===== src/rtl/pbfa_pkg.sv =====
package pbfa_pkg;

  // field widths
  localparam int unsigned PAGE_W  = 20;
  localparam int unsigned LIMIT_W = 21;
  localparam int unsigned CNT_W   = 13;
  localparam int unsigned EXT_W   = 22;
  localparam int unsigned PADDR_W = 3;
  localparam int unsigned PDATA_W = 32;

  // page space size, one past the highest page frame number
  localparam logic [EXT_W-1:0] PAGE_SPACE = EXT_W'(1048576);

  // request kinds
  localparam logic [1:0] KIND_FREE   = 2'd0;
  localparam logic [1:0] KIND_MARK   = 2'd1;
  localparam logic [1:0] KIND_SEARCH = 2'd2;
  localparam logic [1:0] KIND_QUERY  = 2'd3;

  // result status codes
  localparam logic [1:0] ST_DONE  = 2'd0;
  localparam logic [1:0] ST_NOFIT = 2'd1;
  localparam logic [1:0] ST_RANGE = 2'd2;

  // register index, taken from paddr bit 2
  localparam logic REG_BASE  = 1'b0;
  localparam logic REG_LIMIT = 1'b1;

  // shared divider widths
  localparam int unsigned DIV_NW = 20;
  localparam int unsigned DIV_DW = 13;
  localparam int unsigned DIV_CW = $clog2(DIV_NW + 1);

  typedef struct packed {
    logic              start;
    logic [DIV_NW-1:0] dividend;
    logic [DIV_DW-1:0] divisor;
  } div_req_t;

  typedef struct packed {
    logic              done;
    logic [DIV_NW-1:0] quot;
  } div_rsp_t;

endpackage


===== src/rtl/pbfa_div.sv =====
module pbfa_div (
  input  logic               clk,
  input  logic               rst_n,
  input  pbfa_pkg::div_req_t req,
  output pbfa_pkg::div_rsp_t rsp
);
  import pbfa_pkg::*;

  logic [DIV_NW-1:0] shf_r, shf_nxt;
  logic [DIV_DW-1:0] rem_r, rem_nxt;
  logic [DIV_DW-1:0] dsr_r, dsr_nxt;
  logic [DIV_CW-1:0] cnt_r, cnt_nxt;
  logic              busy_r, busy_nxt;
  logic              done_r, done_nxt;

  logic [DIV_DW:0] partial;
  logic [DIV_DW:0] diff;
  logic            ge;

  // one quotient bit per cycle, restoring
  assign partial = {rem_r, shf_r[DIV_NW-1]};
  assign diff    = partial - {1'b0, dsr_r};
  assign ge      = (partial >= {1'b0, dsr_r});

  always_comb begin
    shf_nxt  = shf_r;
    rem_nxt  = rem_r;
    dsr_nxt  = dsr_r;
    cnt_nxt  = cnt_r;
    busy_nxt = busy_r;
    done_nxt = 1'b0;
    if (req.start) begin
      shf_nxt  = req.dividend;
      rem_nxt  = '0;
      dsr_nxt  = req.divisor;
      cnt_nxt  = DIV_CW'(DIV_NW);
      busy_nxt = 1'b1;
    end else if (busy_r) begin
      shf_nxt = {shf_r[DIV_NW-2:0], ge};
      rem_nxt = ge ? diff[DIV_DW-1:0] : partial[DIV_DW-1:0];
      cnt_nxt = cnt_r - 1'b1;
      if (cnt_r == DIV_CW'(1)) begin
        busy_nxt = 1'b0;
        done_nxt = 1'b1;
      end
    end
  end

  always_ff @(posedge clk) begin
    shf_r <= shf_nxt;
    rem_r <= rem_nxt;
    dsr_r <= dsr_nxt;
    cnt_r <= cnt_nxt;
    if (!rst_n) begin
      busy_r <= 1'b0;
      done_r <= 1'b0;
    end else begin
      busy_r <= busy_nxt;
      done_r <= done_nxt;
    end
  end

  assign rsp.done = done_r;
  assign rsp.quot = shf_r;

endmodule


===== config.mk =====
export PLATFORM = sky130hd
export DESIGN_NAME = pbfa_div
export DESIGN_NICKNAME = d
export VERILOG_FILES = /design/src/rtl/pbfa_pkg.sv /design/src/rtl/pbfa_div.sv
export SDC_FILE = /design/constraint.sdc
export NUM_CORES = 1
export LEC_CHECK = 0
export ABC_AREA = 1
export ABC_CLOCK_PERIOD_IN_PS = 2700
export BUFFER_PORTS_ARGS = -buffer_cell sky130_fd_sc_hd__buf_2
export CORE_MARGIN = 2
export CORE_UTILIZATION = 56
export DETAILED_ROUTE_END_ITERATION = 8
export PLACE_DENSITY = 0.8
export SLEW_MARGIN = 10
export SYNTH_ARGS = -nofsm -noshare
export SYNTH_HDL_FRONTEND = slang
export SYNTH_SLANG_ARGS = --single-unit

===== constraint.sdc =====
create_clock -name clk -period 2.7 [get_ports clk]
set_clock_uncertainty 0.05 [all_clocks]
set_input_delay 0.54 -clock clk [delete_from_list [all_inputs] [get_ports clk]]
set_output_delay 0.54 -clock clk [all_outputs]
set_load 0.01 [all_outputs]

### Word-level counts from Yosys, hierarchy flattened

Cells that the tools add are included.

* input bits: 36
* register bits: 53

* mux-type cells: 7
* reductions and logical operators: 2
* bitwise logic cells: 2
* order comparisons: 1
* add/sub/neg operators: 2
* eq/ne operators: 1

Operators with widths (number)
* $mux W20: 2
* $ge A14 B13 Y1: 1
* $mux W13: 1
* $sub A13 B13 Y13: 1
* $eq A5 B1 Y1 const B: 1
* $sub A5 B1 Y5 const B: 1
* $mux W1: 4
* $reduce_or A3 Y1: 1
* $not A1 Y1: 2
* $reduce_bool A2 Y1: 1

### Longest topological paths before layout

Gate-level depths: netlist (run 1).

* depth after elaboration: 4
* mapped depth: 14
* mapped depth without buffers: 13

### Worst setup path after synthesis (run 1)

No wires, ideal clock.

* kind: reg2reg
* start point: register shf_r[19]
* end point: register shf_r[0], data pin
* data required time: 2397 ps
* setup time: 253 ps
* data arrival time: 1843 ps
* period minus slack after synthesis: 2146 ps
* path slack: 554 ps
* stages on the path, launching flop included: 14
* cell sequence: edfxtp_1 -> inv_1 -> ha_1 -> inv_1 -> fa_1 -> nand2_1 -> nand2_1 -> nand3_1 -> nand2_1 -> nand2_2 -> nand3_4 -> buf_12 -> nand2_1 -> nand2_1

* cells in the longest elaborated chain, start to end: 3

Ends and longest elaborated chain
* start: declaration: RTL line pbfa_div.sv:9 `logic [DIV_NW-1:0] shf_r, shf_nxt;`
* start signal: assignment: RTL line pbfa_div.sv:50 `shf_r <= shf_nxt;`
* $ge A14 B13 Y1: RTL line pbfa_div.sv:23 `assign ge = (partial >= {1'b0, dsr_r});`
* $mux W20: RTL line pbfa_div.sv:38 `end else if (busy_r) begin`
* $mux W20: RTL line pbfa_div.sv:32 `if (req.start) begin`
* via shf_nxt[0]: RTL line pbfa_div.sv:9

The timed path passes the listed nets, and every way through them passes these cells. The select of a mux whose other input is x is not followed.
A chain may end at the register's enable or synchronous reset.

### Worst setup path in the final report (run 1)

Same ends and word-level chain as after synthesis.

==> results.tsv, run 1 <==
stage	metric	value	unit
routing	drt_pass1_iterations	4	
cells_and_area	area_growth_syn_to_layout	14.6	%
routing	postRouteAntennaNets	0	
power	power	1.84	mW
status	status	completed	
logic_synthesis	yosysWarnings	0	
critical_path	cp.required	2.73	ns
global_routing	track_usage	23.4	%
cells_and_area	nets	513	
logic_synthesis	syn_area	3130	um^2
logic_synthesis	synth_top_area_share	31.6	%
clocking	cts_buffers	5	
critical_path	end_kind	flop	
clocking	hold_buffers	0	
cells_and_area	final_common_cell	nand2_1	
global_routing	grt_first_pass_wirelength	11400	um
critical_path	crit_top_cell	nand2_1	
sta	period_share	88.3	%
critical_path	crit_path_start_kind	flop	
critical_path	startpoint	shf_r[19]	
min_path	hold_path.class	in -> reg	
sta	worst_pin_slew	0.947	ns
critical_path	rr_startpoint	shf_r[19]	
sta	tns	0	ns
logic_synthesis	synth_area_per_cell	7.73	um^2
cells_and_area	fillers	454	
die	core-area	5440	um^2
sta	max_clock_freq	419	MHz
sta	hold_viol	0	
clocking	post_cts_resized	0	
clocking	clk_latency	0.32	ns
cells_and_area	final_cells	535	
critical_path	path_cells	inv_1, ha_1, inv_1, fa_1, nand2_1, nand2_1, nand3_1, nand2_1, nand2_2, nand3_4, nand2_1, nand2_1	
critical_path	cp.arrival	2.41	ns
logic_synthesis	synth_top_family_by_area	simple AND/OR/NAND/NOR gates	
placed_design	finalWeightedCongestion	0.922	
logic_synthesis	synthFlopType	edfxtp_1	
logic_synthesis	ys_ff_latch	53	
critical_path	critical-path-max-stage-delay	0.44	ns
logic_synthesis	synth_area_leader_cell	edfxtp_1	
critical_path	crit_slowest_cell	fa_1	
job	max-cap-violations	0	
die	row_count	27	
cells_and_area	layout_common_cells	149 x nand2_1, 66 x inv_1, 56 x buf_2	
placed_design	hpwl	4980	um
sta	setup_viol	0	
clocking	h-tree-depth	2	
logic_synthesis	synth_compound_area_share	3.04	%
die	dieArea	6210	um^2
routing	via_per_inst	5.05	
power	vdd_drop_max	0.000377	V
global_routing	grt_antenna_before_repair	1	
clocking	clockBufferDepth	2	
sta	drv_slew	0	
power	p_per_area	512	nW/um^2
logic_synthesis	synth_nets	457	
logic_synthesis	syn_inst	405	
sta	rsz0062_at_grt	false	
routing	wl_per_cell	12.5	um
sta	timing.final.ws_setup	0.315	ns
global_routing	grt_pass1_vias	2558	
logic_synthesis	yosysSeqAreaShare	44.4	%
placed_design	portBuffers	56	
critical_path	path_buf_inv	2	
logic_synthesis	synth_xor_area_share	1.40	%
logic_synthesis	ys_types	30	
min_path	min_from	req[4]	
die	ios	57	
placed_design	pre_cts_slack	0.326	ns
logic_synthesis	synthTopCellsByArea	edfxtp_1 32%, nand2_1 18%, dfxtp_1 13%	
logic_synthesis	async_reset_ff_share	0	%
sta	holdWs	0.341	ns
routing	remaining_drc_errors	0	
routing	finalWirelength	6700	um
clocking	cts.sinks	53	
logic_synthesis	synthAdderAreaFrac	6.63	%
routing	first_iter_violations	180	
clocking	clkTransAtPathRegs	0.10	ns
clocking	cts_tree	yes	
cells_and_area	drive_gt1_share	20.8	%
die	die_h	78.8	um
power	power.leakage	1.91	nW
clocking	post_cts_buffers	0	
die	initial_core_util	57.6	%
critical_path	critPathKind	reg -> reg	
die	die_w	78.8	um
logic_synthesis	synthMuxAreaShare	0	%
routing	vias	2703	
placed_design	dp_cells	526	
sta	layout_min_cycle_time	2.38	ns
global_routing	grt_max_degree	39	
critical_path	path_max_fanout	15	
sta	maxSlewHeadroom	36.8	%
logic_synthesis	synth-simple-area-share	33.7	%
critical_path	cpLargestDelayFamily	simple AND/OR/NAND/NOR gates	
global_routing	overflow	0	
logic_synthesis	synth-edff-count	33	
clocking	cts_root_buf	clkbuf_8	
==> cell type report <==
class	count	area (um^2)	share of cell area (%)
multi-input cells	269	1400	39.1
flip-flops and latches	53	1390	38.8
repair buffers	61	318	8.85
inverters	71	267	7.42
clock buffers	7	108	3.00
well taps	72	90.1	2.51
clock inverters	1	11.3	0.314
diodes	1	2.50	0.0697
==> kinds of logic (layout without fill, tap and decap cells) <==
group / after synthesis / in the layout
flops: 53 / 53
buf+inv: 83 / 140
fa+ha+maj: 16 / 16
other cells: 0 / 1
compound gates: 16 / 16
xor+xnor: 5 / 5
simple gates: 232 / 232
==> final timing paths <==
| path | to | slack [ns] | cells after the start |
|---|---|---|---|
| worst min-delay path | dsr_r[4] | 0.34 | 1 |
| worst max register to register | shf_r[0] | 0.32 | 12 |
| worst max-delay path | shf_r[0] | 0.32 | 12 |
| worst min register to register | rem_r[12] | 0.43 | 2 |
==> cell usage after synthesis, types with 5 or more instances <==
cell	n
nand2_1	149
inv_1	66
edfxtp_1	33
nand3_1	28
dfxtp_1	20
nand4_1	18
ha_1	15
nor2_1	14
a21oi_1	8
nand3_2	7
nand2_2	6
buf_2	5
clkbuf_1	5
inv_2	5
==> registers in the layout (all words and copies together), names as in the netlist <==
| name | count |
|---|---|
| dsr_r | 13 |
| rem_r | 13 |
| busy_r | 1 |
| cnt_r | 5 |
| shf_r | 20 |
| done_r | 1 |
==> where the power goes <==
| part | leakage (nW) | internal, mW | switching (mW) |
|---|---|---|---|
| clock | 0.0615 | 0.271 | 0.281 |
| combinational | 1.35 | 0.118 | 0.193 |
| sequential | 0.496 | 0.935 | 0.0397 |
==> metrics by stage <==
| step | utilization (%) | cell area, um^2 |
|---|---|---|
| finish | 66.0 | 3590 |
| global route | 66.0 | 3590 |
| CTS | 66.0 | 3590 |
| detailed placement | 63.8 | 3470 |
| global placement | 63.8 | 3470 |
| floorplan | - | 3130 |
==> worst register-to-register path: cells and delay by family, from the launching register on <==
family | cells | cell delay, ns
and+or+nand+nor | 8 | 0.98
adders and majority gates | 2 | 0.58
DFF | 1 | 0.39
buffers and inverters | 2 | 0.15
==> routing by layer <==
metal | GRT usage (%) | share of wire, % | vias to the layer above
li1 | - | - | 1391
met2 | 37.2 | 46 | 96
met5 | 0 | 0 | -
met1 | 31.5 | 45 | 1206
met3 | 4.43 | 7.7 | 10
met4 | 9.47 | 2.3 | 0
(Power assumes the default switching activity.)
==> inputs of run 2 (changes only) <==
--- a/config.mk
+++ b/config.mk
@@ -6,12 +6,11 @@
 export NUM_CORES = 1
 export LEC_CHECK = 0
 export ABC_AREA = 1
-export ABC_CLOCK_PERIOD_IN_PS = 2700
 export BUFFER_PORTS_ARGS = -buffer_cell sky130_fd_sc_hd__buf_2
 export CORE_MARGIN = 2
-export CORE_UTILIZATION = 56
+export CORE_UTILIZATION = 35
 export DETAILED_ROUTE_END_ITERATION = 8
-export PLACE_DENSITY = 0.8
+export REMOVE_ABC_BUFFERS = 1
 export SLEW_MARGIN = 10
 export SYNTH_ARGS = -nofsm -noshare
 export SYNTH_HDL_FRONTEND = slang
==> run 2 against run 1 <==
  * Non-clock buffer count rose by 2
  * Critical path type unchanged
  * Global-route usage fell by 8.8 points
  * Total power fell by 6.0%
  * Largest cell class unchanged
  * Worst hold slack better by 0.0066 ns
  * Utilization fell by 24 points
  * Sequential share of layout area down 0.27 points
  * Combinational power about the same
  * Flip-flop and latch count is the same
  * Worst setup slack gained 0.12 ns
  * Maximum frequency rose by 5.5%
==> results.tsv, run 2 (same netlist as run 1, synthesis figures left out) <==
stage	metric	value	unit	change
clocking	clockBufferDepth	2		unchanged
placed_design	dp_cells	564		+7.2%
power	p_seq_share	56.3	%	+3.3 points
clocking	clkTransAtPathRegs	0.10	ns	about the same
sta	holdWs	0.347	ns	+0.00660 ns
critical_path	path_buf_inv	2		unchanged
clocking	hold_buffers	0		unchanged
routing	finalWirelength	6660	um	-0.58%
sta	setup_viol	0		unchanged
power	clock_power_share	25.9	%	-4.2 points
sta	period_share	83.7	%	-4.6 points
cells_and_area	multi_input_area	1400	um^2	unchanged
critical_path	path_cells	inv_1, ha_1, inv_1, fa_1, nand2_1, nand2_1, nand3_1, nand2_1, nand2_2, nand3_4, nand2_1, nand2_1		
clocking	post_cts_buffers	0		unchanged
die	dieArea	9720	um^2	+57%
routing	drt_pass1_iterations	4		unchanged
cells_and_area	reg_top3	shf_r (20), dsr_r (13), rem_r (13)		
critical_path	reg2regPathDepth	12		unchanged
critical_path	critical-path-max-stage-delay	0.45	ns	about the same
placed_design	finalWeightedCongestion	0.857		-7.0%
min_path	holdPathStages	1		unchanged
cells_and_area	fillers	952		+110%
sta	maxSlewHeadroom	55.0	%	+18 points
cells_and_area	layout_common_cells	149 x nand2_1, 66 x inv_1, 56 x buf_2		
critical_path	crit_top_cell	nand2_1		
sta	hold_viol	0		unchanged
job	max-cap-violations	0		unchanged
status	status	completed		
power	p_comb_share	17.9	%	+1.0 points
sta	rsz0062_at_grt	false		
clocking	clk_latency	0.31	ns	about the same
min_path	hold_path.class	in -> reg		
sta	layout_min_cycle_time	2.26	ns	-0.124 ns
cells_and_area	final_cells	572		+6.9%
critical_path	rr_startpoint	shf_r[19]		
sta	max_clock_freq	442	MHz	+5.5%
critical_path	critPathKind	reg -> reg		
sta	worst_pin_slew	0.674	ns	-0.274 ns
critical_path	cp.arrival	2.29	ns	-0.12 ns
routing	postRouteAntennaNets	0		unchanged
cells_and_area	final_common_cell	nand2_1		
power	p_switching	0.495	mW	-3.7%
critical_path	cp.required	2.73	ns	about the same
cells_and_area	area_growth_syn_to_layout	15.4	%	
min_path	min_from	req[5]		
global_routing	grt_antenna_before_repair	0		-1
global_routing	grt_pass1_vias	2567		+0.35%
die	die_w	98.6	um	+25%
placed_design	portBuffers	56		unchanged
sta	tns	0	ns	unchanged
die	initial_core_util	36.1	%	-21 points
power	p_per_area	478	nW/um^2	-6.6%
clocking	cts_buffers	5		unchanged
routing	vias	2659		-1.6%
die	row_count	34		+26%
global_routing	overflow	0		unchanged
cells_and_area	largest-register	shf_r		
power	vdd_drop_max	0.000237	V	-37%
routing	first_iter_violations	136		-24%
die	core-area	8680	um^2	+60%
critical_path	r2r_slack	0.44	ns	+0.12 ns
power	p_sw_share	28.6	%	+0.67 points
critical_path	crit_path_start_kind	flop		
cells_and_area	nets	515		+0.39%
cells_and_area	diodes	0		-1
routing	via_per_inst	4.65		-8.0%
min_path	min_to	dsr_r[5]		
critical_path	path_max_fanout	15		unchanged
global_routing	grt_max_degree	34		-13%
global_routing	grt_first_pass_wirelength	11600	um	+2.3%
power	power	1.73	mW	-6.0%
clocking	post_cts_resized	0		unchanged
cells_and_area	largest_reg_flops	20		unchanged
critical_path	crit_slowest_cell	fa_1		
cells_and_area	seqCellArea	1390	um^2	unchanged
die	die_h	98.6	um	+25%
routing	wl_per_cell	11.6	um	-7.0%
critical_path	cpLargestDelayFamily	simple AND/OR/NAND/NOR gates		
routing	remaining_drc_errors	0		unchanged
placed_design	hpwl	4980	um	about the same
die	ios	57		unchanged
power	power.leakage	1.90	nW	-0.49%
clocking	h-tree-depth	2		unchanged
critical_path	end_kind	flop		
sta	drv_slew	0		unchanged
global_routing	track_usage	14.5	%	-8.8 points
clocking	cts_root_buf	clkbuf_8		
clocking	cts.sinks	53		unchanged
cells_and_area	drive_gt1_share	21.1	%	+0.34 points
clocking	cts_tree	yes		
power	p_int	1.23	mW	-6.9%
critical_path	r2r_end	shf_r[0]		
[run 2: cell count changes in the layout (fill, tap and decap cells not counted), sizes merged]
cell,previous run,this run
clkinv,0,2
diode,1,0
inv,72,71
clkbuf,7,5
buf,61,63
clkinvlp,0,1
[run 2: how the worst max path moves through the flow]
stage / from / endpoint / slack [ns] / cells after the start
5_1_grt: shf_r[19] / shf_r[0] / 0.21 / 12
6_report: shf_r[19] / shf_r[0] / 0.44 / 12
3_5_place_dp: shf_r[19] / shf_r[0] / 0.45 / 12
4_1_cts: shf_r[19] / shf_r[0] / 0.45 / 12
2_1_floorplan: shf_r[19] / shf_r[0] / 0.49 / 12
3_3_place_gp: shf_r[19] / shf_r[0] / 0.53 / 12
[run 2: cell type report]
class                      count  share of cell area (%)
clock buffer                   5                    1.90
clock inverter                 3                   0.485
timing repair buffer          63                    9.21
tap                          108                    3.74
inverter                      71                    7.37
multi-input combinational    269                    38.8
sequential                    53                    38.5
[run 2: metal layers]
metal,vias to the layer above,global-route usage [%],wire (um),part of all wire (%)
met2,67,24.1,3000,45
met3,9,2.91,379,5.7
met5,-,0,0,0
met4,0,4.64,100,1.5
met1,1190,19.1,3180,48
li1,1393,-,-,-
[run 2: power by group through the flow]
stage | clock network, mW | logic (mW) | registers (mW)
finish | 0.447 | 0.309 | 0.972
global route | 0.490 | 0.364 | 0.982
CTS | 0.467 | 0.314 | 0.974
detailed placement | 0 | 0.314 | 0.990
global placement | 0 | 0.309 | 0.990
floorplan | 0 | 0.183 | 1.00
[run 2: worst reg2reg max path, cell delays in order, from the launching register on]
cell and delay [ns]:
edfxtp_1 0.39, inv_1 0.10, ha_1 0.15, inv_1 0.07
fa_1 0.45, nand2_1 0.10, nand2_1 0.05, nand3_1 0.06
nand2_1 0.10, nand2_2 0.11, nand3_4 0.23, nand2_1 0.12
nand2_1 0.05
[run 2: through the flow]
stage / area [um^2] / setup slack, ns / util [%]
after floorplan: 3060 / 0.489 / -
after global placement: 3530 / 0.526 / 40.7
after detailed placement: 3530 / 0.451 / 40.7
after CTS: 3610 / 0.446 / 41.7
after global routing: 3610 / 0.210 / 41.7
final: 3610 / 0.440 / 41.7
